### config.mk
export PLATFORM = sky130hd
export DESIGN_NAME = mtq_div
export DESIGN_NICKNAME = d
export VERILOG_FILES = /design/src/sv/mtq_pkg.sv /design/src/sv/mtq_div.sv
export SDC_FILE = /design/constraint.sdc
export NUM_CORES = 2
export LEC_CHECK = 0
export ABC_AREA = 0
export BUFFER_PORTS_ARGS = -buffer_cell sky130_fd_sc_hd__buf_4
export CAP_MARGIN = 20
export CELL_PAD_IN_SITES_DETAIL_PLACEMENT = 1
export CELL_PAD_IN_SITES_GLOBAL_PLACEMENT = 1
export CORE_MARGIN = 1
export CORE_UTILIZATION = 40
export DETAILED_ROUTE_END_ITERATION = 12
export PLACE_DENSITY = 0.74
export SETUP_SLACK_MARGIN = 0.05
export SLEW_MARGIN = 0
export SYNTH_ARGS = -nofsm -noshare
export SYNTH_HDL_FRONTEND = slang
export SYNTH_SLANG_ARGS = --single-unit
export TNS_END_PERCENT = 100
### constraint.sdc
create_clock -name clk_i -period 5.5 [get_ports clk_i]
set_input_delay 0 -clock clk_i [delete_from_list [all_inputs] [get_ports clk_i]]
set_output_delay 0 -clock clk_i [all_outputs]
set_load 0.03 [all_outputs]
### src/sv/mtq_pkg.sv
`default_nettype none

package mtq_pkg;

  // Quaternion component slots, in output order
  typedef enum logic [1:0] {
    COMP_X,
    COMP_Y,
    COMP_Z,
    COMP_W
  } comp_e;

  localparam int ELEM_W = 16;
  localparam int MAG_W  = 17;   // magnitude of a sum or difference of two elements
  localparam int QUO_W  = 17;   // quotient bits kept by the dividers
  localparam int LANES  = 3;

  localparam logic [ELEM_W-1:0] Q_MAX = 16'h7FFF;
  localparam logic [ELEM_W-1:0] Q_MIN = 16'h8000;

  // Per-item control that travels alongside the arithmetic
  typedef struct packed {
    logic       refl;     // determinant not positive
    comp_e      lead;     // component taken from the square root
    comp_e      dst0;     // destination of divider lane 0
    comp_e      dst1;     // destination of divider lane 1
    comp_e      dst2;     // destination of divider lane 2
    logic [2:0] neg;      // numerator sign per lane
  } ctrl_t;

  // Saturate a signed quotient given as magnitude, overflow and sign
  function automatic logic [ELEM_W-1:0] sat_lane(logic [QUO_W-1:0] mag, logic ovf, logic neg);
    logic [QUO_W-1:0] negv;
    negv = '0 - mag;
    if (!neg) begin
      sat_lane = (ovf || (mag > QUO_W'(Q_MAX))) ? Q_MAX : mag[ELEM_W-1:0];
    end else begin
      sat_lane = (ovf || (mag > QUO_W'(Q_MIN))) ? Q_MIN : negv[ELEM_W-1:0];
    end
  endfunction

endpackage

`default_nettype wire

### src/sv/mtq_div.sv
`default_nettype none

// Three restoring divider lanes, one quotient bit per stage, computing
// (mag << FRAC_BITS + r) / (2 r) with an overflow flag.
module mtq_div #(
  parameter int FRAC_BITS = 14,
  localparam int TW = ((FRAC_BITS > 17) ? FRAC_BITS : 17) + 2,
  localparam int RW = TW - 1 + FRAC_BITS,
  localparam int SW = (RW + 1) / 2
) (
  input  logic                              clk_i,
  input  logic                              rst_ni,
  input  logic                              en_i,
  input  logic                              vld_i,
  input  logic [SW-1:0]                     root_i,
  input  logic [2:0][mtq_pkg::MAG_W-1:0]    mag_i,
  input  mtq_pkg::ctrl_t                    ctrl_i,
  output logic                              vld_o,
  output logic [SW-1:0]                     root_o,
  output logic [2:0][mtq_pkg::QUO_W-1:0]    quo_o,
  output logic [2:0]                        ovf_o,
  output mtq_pkg::ctrl_t                    ctrl_o
);
  import mtq_pkg::*;

  localparam int NW0 = ((MAG_W + FRAC_BITS) > SW) ? (MAG_W + FRAC_BITS) : SW;
  localparam int NW  = NW0 + 1;
  localparam int CW  = (NW > (SW + 1 + QUO_W)) ? NW : (SW + 1 + QUO_W);

  // Setup stage: numerator, divisor and overflow check
  logic [2:0][CW-1:0] num_d;
  logic [2:0]         ovf_d;
  logic [CW-1:0]      lim;

  always_comb begin
    lim = CW'({root_i, 1'b0, {QUO_W{1'b0}}});
    for (int l = 0; l < LANES; l++) begin
      num_d[l] = CW'(NW'({mag_i[l], {FRAC_BITS{1'b0}}}) + NW'(root_i));
      ovf_d[l] = num_d[l] >= lim;
    end
  end

  logic               v0_q;
  logic [SW:0]        d0_q;
  logic [SW-1:0]      root0_q;
  logic [2:0][CW-1:0] rem0_q;
  logic [2:0]         ovf0_q;
  ctrl_t              ctrl0_q;

  always_ff @(posedge clk_i or negedge rst_ni) begin
    if (!rst_ni) begin
      v0_q <= 1'b0;
    end else if (en_i) begin
      v0_q <= vld_i;
    end
  end

  always_ff @(posedge clk_i) begin
    if (en_i) begin
      d0_q    <= {root_i, 1'b0};
      root0_q <= root_i;
      rem0_q  <= num_d;
      ovf0_q  <= ovf_d;
      ctrl0_q <= ctrl_i;
    end
  end

  logic                  vld_q  [QUO_W];
  logic [SW:0]           d_q    [QUO_W];
  logic [SW-1:0]         root_q [QUO_W];
  logic [2:0][CW-1:0]    rem_q  [QUO_W];
  logic [2:0][QUO_W-1:0] quo_q  [QUO_W];
  logic [2:0]            ovf_q  [QUO_W];
  ctrl_t                 ctrl_q [QUO_W];

  for (genvar s = 0; s < QUO_W; s++) begin : g_stage
    localparam int B = QUO_W - 1 - s;

    logic                  v_in;
    logic [SW:0]           d_in;
    logic [SW-1:0]         root_in;
    logic [2:0][CW-1:0]    rem_in, rem_d;
    logic [2:0][QUO_W-1:0] quo_in;
    logic [2:0]            ovf_in, qbit;
    ctrl_t                 ctrl_in;
    logic [CW-1:0]         trial;

    if (s == 0) begin : g_first
      assign v_in    = v0_q;
      assign d_in    = d0_q;
      assign root_in = root0_q;
      assign rem_in  = rem0_q;
      assign quo_in  = '0;
      assign ovf_in  = ovf0_q;
      assign ctrl_in = ctrl0_q;
    end else begin : g_next
      assign v_in    = vld_q[s-1];
      assign d_in    = d_q[s-1];
      assign root_in = root_q[s-1];
      assign rem_in  = rem_q[s-1];
      assign quo_in  = quo_q[s-1];
      assign ovf_in  = ovf_q[s-1];
      assign ctrl_in = ctrl_q[s-1];
    end

    // Subtract the shifted divisor where it fits
    always_comb begin
      trial = CW'(d_in) << B;
      for (int l = 0; l < LANES; l++) begin
        qbit[l]  = rem_in[l] >= trial;
        rem_d[l] = qbit[l] ? (rem_in[l] - trial) : rem_in[l];
      end
    end

    always_ff @(posedge clk_i or negedge rst_ni) begin
      if (!rst_ni) begin
        vld_q[s] <= 1'b0;
      end else if (en_i) begin
        vld_q[s] <= v_in;
      end
    end

    always_ff @(posedge clk_i) begin
      if (en_i) begin
        d_q[s]    <= d_in;
        root_q[s] <= root_in;
        rem_q[s]  <= rem_d;
        for (int l = 0; l < LANES; l++) begin
          quo_q[s][l] <= {quo_in[l][QUO_W-2:0], qbit[l]};
        end
        ovf_q[s]  <= ovf_in;
        ctrl_q[s] <= ctrl_in;
      end
    end
  end

  assign vld_o  = vld_q[QUO_W-1];
  assign root_o = root_q[QUO_W-1];
  assign quo_o  = quo_q[QUO_W-1];
  assign ovf_o  = ovf_q[QUO_W-1];
  assign ctrl_o = ctrl_q[QUO_W-1];

endmodule

`default_nettype wire

==> metrics.txt <==
first drt pass iteration count 5; Final ANT Viol Nets 0; min cycle time layout 4580 ps; drt total wl 370 mm; largest family of logic cells by synthesized area compound AO/OA/AOI/OAI gates; Slew headroom 23.6%; HP Class in -> reg; mux contribution to synthesized area 1.74%; post-synth net total 11,700; Reg2Reg Launch Point root_q[9][7]; simple-gate area share of the yosys netlist 12.4%; vias per cell 5.52; Switching Fraction 35.3%; Power, Total 69.4 mW; Power Dens Cells 489 nW/um^2; vias in the first global route 92,300; DP Wirelength 288 mm; CTS Buffer Depth 4; DRC viols 0; VDD IR max 0.235 mV; share of the synthesized area in the top cell type 54.6%; Starting Density 40.3%; synthesis-to-finish area growth 13.8%; global-route wire length before repair 558 mm; Sequential Area 68,500 sq um; CTS buffer count 266; most common cell in the netlist edfxtp_1; Post-synth EDFFs 2,265; initial antenna violation count 15; synthesized cell area 125,000 sq um; IO Pins 166; worst path required time 6070 ps; hold path cells 3; Mean Syn Cell Area 11.6 sq um; initial DRC count 5,017; Setup TNS Final 0 ps; Comb pwr share 34.6%; CTS tree built; full die area 314,000 sq um; clock latency on the worst-skew pair 920 ps; core area 309,000 sq um; vias 86,000; Reg clk slew, reported paths 60 ps; post-synthesis sequential area ratio 54.9%; pin count of the biggest net entering global routing 176; ys async rst share 0.788%; Setup Viol. Count Final 0; Final Cycle Share 83.2%; worst clock skew 106 ps; XOR/XNOR Fraction of Synth Area 6.99%; worst slew pin tran 1120 ps; DR WL/cell 23.7 microns; Chip Height 560 microns; synth warn 0; RSZ-0062 raised after global routing false; Post-Synth Adder-Cell Area 9.19%; cell taking the most area after synthesis edfxtp_1; part of the power in registers 40.0%; Syn Inst Count 10,700; hold_sp mag_i[45]; CTS sink cnt 2,283; top post-synthesis cells by area edfxtp_1, ha_1, xor2_1; Psw 24.5 mW; GRT Util Overall 23.1%; CP Max Fanout 23; Leak 53.2 nW; WS Path Type reg -> reg; WHS 85.2 ps; post-synthesis compound-gate area fraction 12.4%; internal power 44.9 mW; area of the multi-input gates 53,400 sq um; placement row count 204; port bufs 165; R2R setup slack 920 ps; R2R cell count 12; Seq cells post-synth 2,283; Synth cell types 86; Fin. Hold Viols 0; routability cong. 1.01; CTS H-tree depth 5; hold worst-path end g_stage[0].rem_in[93]; most common library cells after synthesis edfxtp_1, ha_1, nand2_1; nature of the critical path endpoint register; Root Buffer clkbuf_16; status finished clean; Critical Path Start Type register; top_reg_cell synth edfxtp_1; max-slew violation total from the final report 0; fin nets 12,200; Worst R2R End rem_q[0][1120]; layout cells sized above 1 7.98%; Util after Layout 45.8%; Clock power frac 25.4%; Fill cells 32,700; maxcap violations 0; die width 560 microns; Max Fclk 218 MHz; worst path arrival time 5140 ps; grt total ovfl 0
==> metrics by stage <==
| stage | cell area (sq um) | setup slack (ps) | instances |
|---|---|---|---|
| detailed placement | 131000 | 1160 | 14900 |
| global placement | 131000 | 1360 | 14900 |
| CTS | 142000 | 1060 | 15600 |
| finish | 142000 | 921 | 15600 |
| floorplan | 125000 | 2030 | 10700 |
| global route | 142000 | 735 | 15600 |
==> routing by layer <==
layer	share of wire (%)	wire length (microns)	vias up	global-route usage, %
li1	-	-	41100	-
met5	0.0035	13	-	0
met4	6.2	22900	2	12.8
met3	3.3	12400	764	2.68
met2	52	192000	1723	43.1
met1	39	143000	42400	25.4
==> power by group through the flow <==
stage | clock (mW) | combinational, mW | sequential (mW)
after CTS | 18.2 | 24.0 | 27.7
after floorplan | 0 | 17.4 | 26.4
after global routing | 18.7 | 26.5 | 28.1
final | 17.7 | 24.0 | 27.7
after global placement | 0 | 22.8 | 28.0
after detailed placement | 0 | 23.7 | 28.1
==> worst max path at each step <==
stage	start	to	slack (ps)	cells after the start
after global routing	rem_q[0][1296]	rem_q[0][1338]	730	11
after floorplan	g_stage[0].root_in[1]	rem_q[0][94]	2030	13
after CTS	root_q[9][7]	rem_q[0][1120]	1060	12
after detailed placement	root_q[9][7]	rem_q[0][1120]	1160	12
after global placement	rem_q[0][1397]	rem_q[0][1517]	1360	12
final	root_q[9][7]	rem_q[0][1120]	920	12
==> critical path, cell delays in order, from the launching register on <==
cell and delay [ps]:
edfxtp_1 440, inv_1 240, ha_1 370, nand2b_1 180
a21oi_1 110, o31ai_1 650, a31oi_1 310, o211ai_1 340
and2_1 470, inv_1 530, nand2_1 310, nor4_1 90
xor2_1 180
==> cell usage in the layout, fill, tap and decap left out, types with 173 or more instances in the layout <==
cell	count
buf_4	249
ha_1	834
edfxtp_1	2265
dlygate4sd3_1	192
mux2_2	173
nor2_1	781
nand2b_1	187
clkbuf_16	271
nand3_1	184
nand2_1	824
a21oi_1	692
nor3_1	252
o21ai_0	739
xnor2_1	485
a21o_1	275
inv_1	550
xor2_1	510
==> state kept, by name, indices dropped and copies added, names as in the netlist <==
name / cells
g_stage.root_in: 16
g_stage.ovf_in: 3
ctrl0_q: 12
ctrl_q: 204
root_q: 181
vld_o: 1
d_q: 15
rem_q: 1270
quo_q: 459
g_stage.v_in: 17
g_stage.rem_in: 54
ovf_q: 51
==> logic make-up after synthesis <==
family / count (synthesis)
AND/OR/NAND/NOR: 3133
AO/OA/AOI/OAI: 2491
flip-flops: 2283
XOR/XNOR: 995
adder cells (fa/ha/maj): 885
buffers and inverters: 750
multiplexers: 194
==> cell type report <==
cell class / instances / area share, %
inverter: 552 / 1.46
tap: 4120 / 3.63
timing repair buffer: 458 / 2.90
clock inverter: 157 / 1.19
clock buffer: 317 / 4.91
antenna: 5 / 0.00882
multi-input combinational: 7698 / 37.6
sequential: 2283 / 48.3
==> repair_timing <==
action                                  4_1_cts  5_1_grt
endpoints found under the setup margin        0        0
setup buffers                                 0        0
hold buffers                                192        0
hold endpoints to repair                    281        0
gates resized for setup                       0        0
(Power assumes the default switching activity.)
