### config.mk
export PLATFORM = sky130hd
export DESIGN_NAME = mtq_isqrt
export DESIGN_NICKNAME = d
export VERILOG_FILES = /design/src/sv/mtq_pkg.sv /design/src/sv/mtq_isqrt.sv
export SDC_FILE = /design/constraint.sdc
export NUM_CORES = 1
export LEC_CHECK = 0
export BUFFER_PORTS_ARGS = -buffer_cell sky130_fd_sc_hd__buf_2
export CORE_ASPECT_RATIO = 2
export CORE_UTILIZATION = 36
export CTS_BUF_LIST = sky130_fd_sc_hd__clkbuf_2 sky130_fd_sc_hd__clkbuf_4 sky130_fd_sc_hd__clkbuf_8
export DETAILED_ROUTE_END_ITERATION = 8
export SLEW_MARGIN = 10
export SYNTH_ARGS = -nofsm -noshare
export SYNTH_HDL_FRONTEND = slang
export SYNTH_SLANG_ARGS = --single-unit
### constraint.sdc
create_clock -name clk_i -period 3 [get_ports clk_i]
set_clock_uncertainty 0.05 [all_clocks]
set_input_delay 0.15 -clock clk_i [delete_from_list [all_inputs] [get_ports clk_i]]
set_output_delay 0.15 -clock clk_i [all_outputs]
set_load 0.01 [all_outputs]
### src/sv/mtq_pkg.sv
`default_nettype none

package mtq_pkg;

  // Quaternion component slots, in output order
  typedef enum logic [1:0] {
    COMP_X,
    COMP_Y,
    COMP_Z,
    COMP_W
  } comp_e;

  localparam int ELEM_W = 16;
  localparam int MAG_W  = 17;   // magnitude of a sum or difference of two elements
  localparam int QUO_W  = 17;   // quotient bits kept by the dividers
  localparam int LANES  = 3;

  localparam logic [ELEM_W-1:0] Q_MAX = 16'h7FFF;
  localparam logic [ELEM_W-1:0] Q_MIN = 16'h8000;

  // Per-item control that travels alongside the arithmetic
  typedef struct packed {
    logic       refl;     // determinant not positive
    comp_e      lead;     // component taken from the square root
    comp_e      dst0;     // destination of divider lane 0
    comp_e      dst1;     // destination of divider lane 1
    comp_e      dst2;     // destination of divider lane 2
    logic [2:0] neg;      // numerator sign per lane
  } ctrl_t;

  // Saturate a signed quotient given as magnitude, overflow and sign
  function automatic logic [ELEM_W-1:0] sat_lane(logic [QUO_W-1:0] mag, logic ovf, logic neg);
    logic [QUO_W-1:0] negv;
    negv = '0 - mag;
    if (!neg) begin
      sat_lane = (ovf || (mag > QUO_W'(Q_MAX))) ? Q_MAX : mag[ELEM_W-1:0];
    end else begin
      sat_lane = (ovf || (mag > QUO_W'(Q_MIN))) ? Q_MIN : negv[ELEM_W-1:0];
    end
  endfunction

endpackage

`default_nettype wire

### src/sv/mtq_isqrt.sv
`default_nettype none

// Pipelined integer square root, one root bit per stage.
module mtq_isqrt #(
  parameter int FRAC_BITS = 14,
  localparam int TW    = ((FRAC_BITS > 17) ? FRAC_BITS : 17) + 2,
  localparam int RW    = TW - 1 + FRAC_BITS,
  localparam int SW    = (RW + 1) / 2,
  localparam int RAD_W = 2 * SW
) (
  input  logic                              clk_i,
  input  logic                              rst_ni,
  input  logic                              en_i,
  input  logic                              vld_i,
  input  logic [RAD_W-1:0]                  rad_i,
  input  logic [2:0][mtq_pkg::MAG_W-1:0]    mag_i,
  input  mtq_pkg::ctrl_t                    ctrl_i,
  output logic                              vld_o,
  output logic [SW-1:0]                     root_o,
  output logic [2:0][mtq_pkg::MAG_W-1:0]    mag_o,
  output mtq_pkg::ctrl_t                    ctrl_o
);
  import mtq_pkg::*;

  localparam int RMW = SW + 3;

  logic                  vld_q  [SW];
  logic [RMW-1:0]        rem_q  [SW];
  logic [SW-1:0]         root_q [SW];
  logic [RAD_W-1:0]      rad_q  [SW];
  logic [2:0][MAG_W-1:0] mag_q  [SW];
  ctrl_t                 ctrl_q [SW];

  for (genvar s = 0; s < SW; s++) begin : g_stage
    logic                  v_in;
    logic [RMW-1:0]        rem_in, cur, trial;
    logic [SW-1:0]         root_in;
    logic [RAD_W-1:0]      rad_in;
    logic [2:0][MAG_W-1:0] mag_in;
    ctrl_t                 ctrl_in;

    if (s == 0) begin : g_first
      assign v_in    = vld_i;
      assign rem_in  = '0;
      assign root_in = '0;
      assign rad_in  = rad_i;
      assign mag_in  = mag_i;
      assign ctrl_in = ctrl_i;
    end else begin : g_next
      assign v_in    = vld_q[s-1];
      assign rem_in  = rem_q[s-1];
      assign root_in = root_q[s-1];
      assign rad_in  = rad_q[s-1];
      assign mag_in  = mag_q[s-1];
      assign ctrl_in = ctrl_q[s-1];
    end

    // Bring down the next two radicand bits and try the next root bit
    always_comb begin
      cur   = {rem_in[RMW-3:0], rad_in[RAD_W-1 -: 2]};
      trial = RMW'({root_in, 2'b01});
    end

    always_ff @(posedge clk_i or negedge rst_ni) begin
      if (!rst_ni) begin
        vld_q[s] <= 1'b0;
      end else if (en_i) begin
        vld_q[s] <= v_in;
      end
    end

    always_ff @(posedge clk_i) begin
      if (en_i) begin
        if (cur >= trial) begin
          rem_q[s]  <= cur - trial;
          root_q[s] <= {root_in[SW-2:0], 1'b1};
        end else begin
          rem_q[s]  <= cur;
          root_q[s] <= {root_in[SW-2:0], 1'b0};
        end
        rad_q[s]  <= rad_in << 2;
        mag_q[s]  <= mag_in;
        ctrl_q[s] <= ctrl_in;
      end
    end
  end

  assign vld_o  = vld_q[SW-1];
  assign root_o = root_q[SW-1];
  assign mag_o  = mag_q[SW-1];
  assign ctrl_o = ctrl_q[SW-1];

endmodule

`default_nettype wire

==> results.cfg, run 1 <==
[run_status]
run_status = finished, final reports clean

[synthesis]
synth_cell_type_count = 70
avgSynthCellArea_um2 = 18.4
synth_flop_cell = edfxtp_1
synth_cells = 3209
synth-edff-count = 1620
ys_ff_latch = 1637
netlist_area_um2 = 59100
syn-num-nets = 3461
ys_seq_area_frac = 0.830
async_reset_ff_frac = 0.00977
synth_warnings = 0

[setup_path]
critPathArrivalTime_ps = 3430
crit_family = simple AND/OR/NAND/NOR gates
rr_endpoint = rem_q[0][72]
timing.rr.start = rem_q[0][40]
ff2ff_path_depth = 8
regToRegSetupSlack_ps = 140
startpoint = rem_q[0][40]
cp-end-kind = flip-flop
worst-path-max-fanout = 5
cp.depth = 8
endpoint = rem_q[0][72]
cp-start-kind = flip-flop
crit_slowest_cell = or4_4
cp.required_ps = 3570
crit_chain = ha_1 -> or4_4 -> or3_4 -> or2_4 -> nor3b_2 -> nand2_1 -> or3_1 -> xnor2_1
critPathKind = reg -> reg
slowest_delay_ps = 560
path_buf_inv = 0

[sta]
hold_slack_ps = 148
worst_slack_ps = 135
slew_headroom = 0.327
setup_viol = 0
period_needed_ps = 2860
fmax_mhz = 349
tightest_slew_ps = 1010
finalMaxSlewViolations = 0
fin_tns_setup_ps = 0
hold_viol_final = 0
fin_crit_sh = 0.955
grt_setup_unrepaired = no

[power_and_ir_drop]
finalPower_w = 0.0493
intPower_w = 0.0381
sequentialPowerShare = 0.569
p_clk_frac = 0.342
switchingPower_w = 0.0112
swShare = 0.228
ir_drop_uv = 472
p_per_area_nw_per_um2 = 708
comb_power_share = 0.088
p_leak_nw = 25.3

[clock_network]
cts_tree = yes
cts.path.max_buffers = 4
htree_levels = 4
cts_root_buf = clkbuf_8
clkSlewWorstSetupHoldPaths_ps = 70
clock_sinks = 1637
clk_latency_ps = 930
cts_made_buffers = 236

[global_routing]
grt.total_usage = 0.108
grt_pass1_vias = 28900
grt.overflow.total = 0
grt_max_degree = 195
antenna_found_initial = 1
grt_pass1_wl_um = 143000

[floorplan]
die-width_um = 289
coreArea_um2 = 163000
ios = 179
fp.dieH_um = 575
start_util = 0.362
dieArea_um2 = 166000
row_count = 210

[route]
vias = 27200
drt_iter0_markers = 1209
drc = 0
wl_per_cell_um = 14.6
drt_wl_total_um = 90000
first_pass_iters = 5
ant_nets = 0
via_per_inst = 4.42

[min_path]
min_path_cells = 4
hold_class = in -> reg

[layout]
drive_gt1_frac = 0.174
final_cell_count_no_fill = 6153
area_growth_pct = 17.9
nets = 4100

[placement]
dp_worst_setup_slack_ps = 26.5
gp_congestion = 0.834
port-buffer-count = 178
dp_hpwl_um = 55600
dp.cells = 5534

[flow_run]
maxCapViolations = 0
how the worst min path moves through the flow:
| stage | startpoint | to | slack (ps) |
|---|---|---|---|
| global placement | rst_ni | g_stage[1].v_in | 20 |
| global route | rad_i[30] | rem_q[0][0] | 70 |
| detailed placement | rst_ni | g_stage[1].v_in | 30 |
| CTS | rad_i[30] | rem_q[0][0] | 40 |
| floorplan | rst_ni | g_stage[10].v_in | -200 |
| finish | rad_i[30] | rem_q[0][0] | 150 |
cells in the mapped netlist, types with 5 or more instances:
library cell | number | share of area
dfrtp_1 | 16 | 0.0068
clkbuf_1 | 49 | 0.0031
a211oi_1 | 12 | 0.0015
inv_1 | 188 | 0.012
nand3b_1 | 6 | 0.00076
or4_1 | 9 | 0.0011
o21a_1 | 24 | 0.0030
and2_1 | 17 | 0.0018
nand4_1 | 20 | 0.0021
nor2_1 | 166 | 0.011
mux2_2 | 49 | 0.0093
o211ai_1 | 12 | 0.0015
o21bai_1 | 8 | 0.0010
edfxtp_1 | 1620 | 0.82
nor2b_1 | 18 | 0.0019
a21oi_1 | 155 | 0.013
o41ai_1 | 5 | 0.00074
a21o_1 | 21 | 0.0027
nor3_1 | 52 | 0.0044
or3_1 | 19 | 0.0020
xnor2_1 | 89 | 0.013
a31oi_1 | 12 | 0.0013
buf_4 | 12 | 0.0015
ha_1 | 153 | 0.032
mux2i_1 | 5 | 0.00085
and3_1 | 12 | 0.0013
nand3_1 | 28 | 0.0024
o21ai_0 | 93 | 0.0079
nand2b_1 | 29 | 0.0031
nor4_1 | 21 | 0.0022
o31ai_1 | 12 | 0.0015
or2_2 | 5 | 0.00053
nand2_1 | 121 | 0.0077
xor2_1 | 82 | 0.012
area by class of cell:
class / instances / area [um^2]
fillers: 14500 / 93700
diodes: 1 / 2.50
repair buffers: 466 / 3680
multi-input cells: 1318 / 9100
clock buffers: 308 / 3800
clock inverters: 114 / 693
well taps: 2120 / 2650
flip-flops and latches: 1637 / 49100
inverters: 189 / 709
power groups by stage:
stage | Sequential [W] | Combinational, W | Clock (W)
finish | 0.0281 | 0.00436 | 0.0169
global route | 0.0283 | 0.00485 | 0.0186
CTS | 0.0281 | 0.00438 | 0.0178
detailed placement | 0.0286 | 0.00416 | 0
global placement | 0.0285 | 0.00407 | 0
floorplan | 0.0283 | 0.00273 | 0
through the flow:
stage	util	cell area, um^2
floorplan	-	59100
global placement	0.387	63200
detailed placement	0.387	63200
CTS	0.426	69700
global route	0.427	69700
finish	0.427	69700
worst register-to-register path: stages (launching register included):
cell	delay, ps
edfxtp_1	390
ha_1	260
or4_4	560
or3_4	350
or2_4	260
nor3b_2	200
nand2_1	110
or3_1	330
xnor2_1	130
routing by layer:
layer  GRT usage  vias to the layer above  share of wire
met2       0.204                      580           0.54
met5           0                        -              0
met1       0.104                    12800           0.36
met3      0.0239                      290          0.043
met4      0.0680                        0          0.055
li1            -                    13500              -
kinds of logic after synthesis:
| kind of cell | share of synthesized area |
|---|---|
| multiplexers | 0.0102 |
| AO/OA/AOI/OAI | 0.0403 |
| AND/OR/NAND/NOR | 0.0453 |
| flip-flops | 0.830 |
| XOR/XNOR | 0.0253 |
| buffers and inverters | 0.0169 |
| adder cells (fa/ha/maj) | 0.0324 |
placed cells by master (no fill, tap or decap), types with 5 or more instances in the layout:
cell type,count
o211ai_1,12
and2_1,17
bufinv_16,6
a211oi_1,12
xor2_1,82
o21a_1,24
ha_1,153
dfrtp_1,16
nand2b_1,29
nand2_1,121
clkbuf_4,70
and3_1,12
nand3b_1,6
o21bai_1,8
nand4_1,20
nor3_1,52
a21o_1,21
nor2b_1,18
or2_2,5
a21oi_1,153
or4_1,9
nand3_1,28
buf_12,11
nor2_1,166
a31oi_1,12
o21ai_0,92
inv_1,188
o31ai_1,12
clkinv_1,65
mux2_2,49
dlygate4sd3_1,196
xnor2_1,89
clkbuf_8,238
or3_1,19
edfxtp_1,1620
nor4_1,21
clkinv_2,36
buf_4,82
mux2i_1,5
buf_2,177
flip-flops by register name, indices dropped and copies added, names as in the netlist:
signal and flops:
g_stage.v_in 15, mag_q 816, vld_o 1, rad_q 240
ctrl_q 192, rem_q 237, root_q 136
repair_timing:
item / 4_1_cts / 5_1_grt
buffers inserted: 0 / 0
hold endpoints to repair: 402 / 0
endpoints found under the setup margin: 0 / 5
hold buffers: 196 / 0
gates resized for setup: 0 / 7
Power figures use the tool's default switching activity.
==> run 2, diff against run 1 <==
PLACE_DENSITY_LB_ADDON = 0.2   (was not set)
==> results.cfg, run 2 (same netlist as run 1, synthesis figures left out) <==
[flow_run]
maxCapViolations = 0

[route]
wl_per_cell_um = 14.9
drt_wl_total_um = 91100
vias = 27400
drt_iter0_markers = 1162
ant_nets = 0
drc = 2
via_per_inst = 4.47
first_pass_iters = 7

[power_and_ir_drop]
p_leak_nw = 25.2
p_per_area_nw_per_um2 = 708
ir_drop_uv = 433
finalPower_w = 0.0492

[clock_network]
htree_levels = 4
cts_setup_buffers = 0
cts_root_buf = clkbuf_8
cts_tree = yes
clkSlewWorstSetupHoldPaths_ps = 70
clock_sinks = 1637
clk_latency_ps = 890
cts_made_buffers = 233
cts.path.max_buffers = 4

[global_routing]
grt_max_degree = 188
antenna_found_initial = 3
grt.total_usage = 0.108
grt_pass1_wl_um = 143000
grt_pass1_vias = 28500
grt.overflow.total = 0

[sta]
setup_viol = 0
period_needed_ps = 2880
tightest_slew_ps = 1060
fmax_mhz = 347
fin_crit_sh = 0.961
finalMaxSlewViolations = 0
grt_setup_unrepaired = no
hold_viol_final = 0
slew_headroom = 0.293
fin_tns_setup_ps = 0

[placement]
port-buffer-count = 178
gp_congestion = 0.816
dp_hpwl_um = 54400

[setup_path]
crit_slowest_cell = nor3_1
critPathKind = reg -> reg
slowest_delay_ps = 490
cp-end-kind = flip-flop
worst-path-max-fanout = 7
cp-start-kind = flip-flop
startpoint = rem_q[1][105]
crit_chain = ha_1 -> and3_1 -> nand2b_1 -> nor3_1 -> o41ai_1 -> nand2_1 -> buf_4 -> mux2_2
timing.rr.start = rem_q[1][105]
cp.required_ps = 3540
critPathArrivalTime_ps = 3420

[layout]
fill_cells = 14600
mostFrequentLayoutCell = edfxtp_1
mostFrequentLayoutCells = edfxtp_1 (1,620), clkbuf_8 (236), dlygate4sd3_1 (197)
top_register = mag_q
nets = 4080
drive_gt1_frac = 0.169
largest_reg_flops = 816
area_growth_pct = 17.5
reg_top3 = mag_q (816), rad_q (240), rem_q (237)

[floorplan]
fp.dieH_um = 575
row_count = 210
ios = 179
start_util = 0.362
coreArea_um2 = 163000
die-width_um = 289
dieArea_um2 = 166000

[min_path]
hp-start = en_i
hold_class = in -> reg

[run_status]
failed_checks = design-rule violations
run_status = finished with violations
[run 2: cell types whose count changed in the layout (fill, tap and decap cells not counted), moves of 2 or more]
cell	before	now
buf_12	11	13
buf_4	82	62
clkbuf_4	70	68
clkbuf_8	238	236
clkinv_1	65	57
clkinv_2	36	33
clkinv_8	3	0
clkinvlp_4	0	4
diode_2	1	4
inv_8	0	3
[run 2: stage by stage]
step / area [um^2] / hold WS, ps / instances / setup WS (ps) / util
2_1_floorplan: 59100 / -196 / 3209 / 222 / -
3_3_place_gp: 63100 / 31.1 / 5516 / 53.1 / 0.386
3_5_place_dp: 63100 / 35.1 / 5516 / 27.1 / 0.386
4_1_cts: 69500 / 28.9 / 6123 / 27.3 / 0.425
5_1_grt: 69500 / 71.0 / 6126 / 2.80 / 0.425
6_report: 69500 / 169 / 6127 / 117 / 0.425
[run 2: metal layers]
layer | up-vias | GRT usage | wire (um)
met5 | - | 0 | 0
met4 | 0 | 0.0646 | 4820
met3 | 293 | 0.0229 | 3590
met2 | 510 | 0.213 | 51300
met1 | 13100 | 0.0991 | 31400
li1 | 13400 | - | -
[run 2: path summary, 6_finish.rpt]
path	end	slack, ps	cells after the start
setup / recovery	rem_q[1][128]	120	8
hold / removal	rem_q[0][91]	170	2
setup reg to reg	rem_q[1][128]	120	8
hold reg to reg	mag_q[1][394]	320	0
max in group asynchronous	g_stage[10].v_in	2080	3
min in group asynchronous	g_stage[2].v_in	330	3
[run 2: layout make-up]
cell class                      count  area [um^2]  share of cell area
Multi-Input combinational cell   1318         9090               0.131
Timing Repair Buffer              449         3580              0.0515
Tap cell                         2120         2650              0.0382
Sequential cell                  1637        49100               0.706
Clock buffer                      304         3760              0.0541
Clock inverter                    106          654             0.00941
Antenna cell                        4         10.0            0.000144
Inverter                          189          709              0.0102
[run 2: critical path, delay by kind of cell, from the launching register on]
kind / cells / cell delay (ps)
fa+ha+maj: 1 / 450
buf+inv: 1 / 160
flops: 1 / 420
simple gates: 4 / 1010
compound gates: 1 / 140
mux: 1 / 340
[run 2: where the power goes]
part	leakage, nW	total [W]	internal (W)	switching (W)
Sequential	15.9	0.0281	0.0274	0.000711
Clock	2.35	0.0168	0.00868	0.00812
Combinational	6.92	0.00435	0.00195	0.00240
[run 2: timing repair]
item,in CTS,in global routing
hold buffers,197,0
resized for setup,0,4
hold endpoints to repair,400,0
endpoints found under the setup margin,0,9
==> run 3, diff against run 2 <==
GPL_TIMING_DRIVEN = 0   (was not set)
clock period = 3.1 ns   (was 3 ns; I/O delays follow)
==> results.cfg, run 3 (same netlist as run 1, synthesis figures left out) <==
[run_status]
run_status = finished with violations
failed_checks = negative hold slack

[floorplan]
start_util = 0.362
fp.dieH_um = 575
dieArea_um2 = 166000
coreArea_um2 = 163000
row_count = 210
ios = 179
die-width_um = 289

[placement]
dp.cells = 5515
gp_congestion = 0.820
placed_area_um2 = 62900
port-buffer-count = 178
dp_hpwl_um = 59200
dp_worst_setup_slack_ps = -2610

[setup_path]
critPathArrivalTime_ps = 3560
worst-path-max-fanout = 10
cp-start-kind = flip-flop
critPathKind = reg -> reg
cp-end-kind = flip-flop
cp.required_ps = 3640
ff2ff_path_depth = 8

[route]
drt_iter0_markers = 1338
first_pass_iters = 5
drt_wl_total_um = 94700
wl_per_cell_um = 15.4
ant_nets = 0
via_per_inst = 4.48
drc = 0
vias = 27500

[layout]
fill_cells = 14700
nets = 4079
final_cell_area_um2 = 69800
drive_gt1_frac = 0.173
mostFrequentLayoutCells = edfxtp_1 (1,620), clkbuf_8 (245), dlygate4sd3_1 (192)
top_register = mag_q
multiInputGateArea_um2 = 9240
reg_top3 = mag_q (816), rad_q (240), rem_q (237)
area_growth_pct = 18.0
mostFrequentLayoutCell = edfxtp_1
largest_reg_flops = 816
regArea_um2 = 49100
final_cell_count_no_fill = 6141

[sta]
hold_viol_final = 122
fmax_mhz = 331
fin_crit_sh = 0.974
finalMaxSlewViolations = 0
setup_viol = 0
tightest_slew_ps = 1130
slew_headroom = 0.248
grt_setup_unrepaired = yes
hold_slack_ps = -253
worst_slack_ps = 81.2
period_needed_ps = 3020

[global_routing]
grt_pass1_wl_um = 146000
antenna_found_initial = 2
grt_pass1_vias = 28900
grt.overflow.total = 0
grt_max_degree = 169
grt.total_usage = 0.112

[power_and_ir_drop]
swShare = 0.229
sequentialPowerShare = 0.564
finalPower_w = 0.0482
ir_drop_uv = 439
p_per_area_nw_per_um2 = 691
switchingPower_w = 0.0110
comb_power_share = 0.087
intPower_w = 0.0372
p_leak_nw = 25.3
p_clk_frac = 0.349

[min_path]
hold_class = in -> reg
min_path_cells = 1

[clock_network]
cts_root_buf = clkbuf_8
clkSlewWorstSetupHoldPaths_ps = 70
cts_tree = yes
htree_levels = 4
cts_made_buffers = 236
cts.path.max_buffers = 4
clk_latency_ps = 880
holdBufCountCts = 192
clock_sinks = 1637

[flow_run]
maxCapViolations = 0
[run 3: timing repair]
action | in CTS | in global routing
buffers inserted | 7 | 1
resized for setup | 37 | 22
pin swaps | 2 | 1
endpoints found under the setup margin | 497 | 71
gates cloned | 1 | 0
hold endpoints to repair | 236 | 122
[run 3: path summary, 6_finish.rpt]
kind / from / endpoint / slack [ps]
worst min-delay path: en_i / mag_q[0][49] / -250
worst max-delay path: rem_q[1][58] / rem_q[1][88] / 80
max in group asynchronous: rst_ni / g_stage[11].v_in / 2160
min in group asynchronous: rst_ni / g_stage[7].v_in / 390
worst max register to register: rem_q[1][58] / rem_q[1][88] / 80
worst min register to register: ctrl_q[0][65] / ctrl_q[0][77] / 320
[run 3: metrics by stage]
step	utilization	setup TNS, ps
global placement	0.384	-
floorplan	-	0
finish	0.427	0
CTS	0.426	0
detailed placement	0.385	-816220
global route	0.427	-187
[run 3: power by group through the flow]
stage | registers (W) | logic, W | clock network, W
4_1_cts | 0.0272 | 0.00422 | 0.0177
6_report | 0.0272 | 0.00419 | 0.0168
5_1_grt | 0.0273 | 0.00466 | 0.0185
3_3_place_gp | 0.0283 | 0.00386 | 0
3_5_place_dp | 0.0277 | 0.00396 | 0
2_1_floorplan | 0.0274 | 0.00264 | 0
[run 3: per-layer routing]
layer / part of all wire / vias to the layer above / global-route usage
li1: - / 13500 / -
met4: 0.066 / 0 / 0.0787
met5: 0 / - / 0
met1: 0.33 / 13200 / 0.0968
met3: 0.038 / 311 / 0.0225
met2: 0.57 / 544 / 0.222
[run 3: layout make-up]
cell class | count | area share
Sequential cell | 1637 | 0.703
Antenna cell | 4 | 0.000143
Clock buffer | 309 | 0.0552
Multi-Input combinational cell | 1318 | 0.132
Buffer | 57 | 0.00427
Clock inverter | 119 | 0.0112
Inverter | 189 | 0.0102
Tap cell | 2120 | 0.0380
Timing Repair Buffer | 388 | 0.0453
[run 3: worst max-delay path: stages, from the launching register on]
cell      delay, ps
edfxtp_1        400
ha_1            390
o21ai_0         210
o21ai_1         310
nand3_1         250
o211ai_1        320
buf_4           210
clkbuf_4        240
mux2_2          350
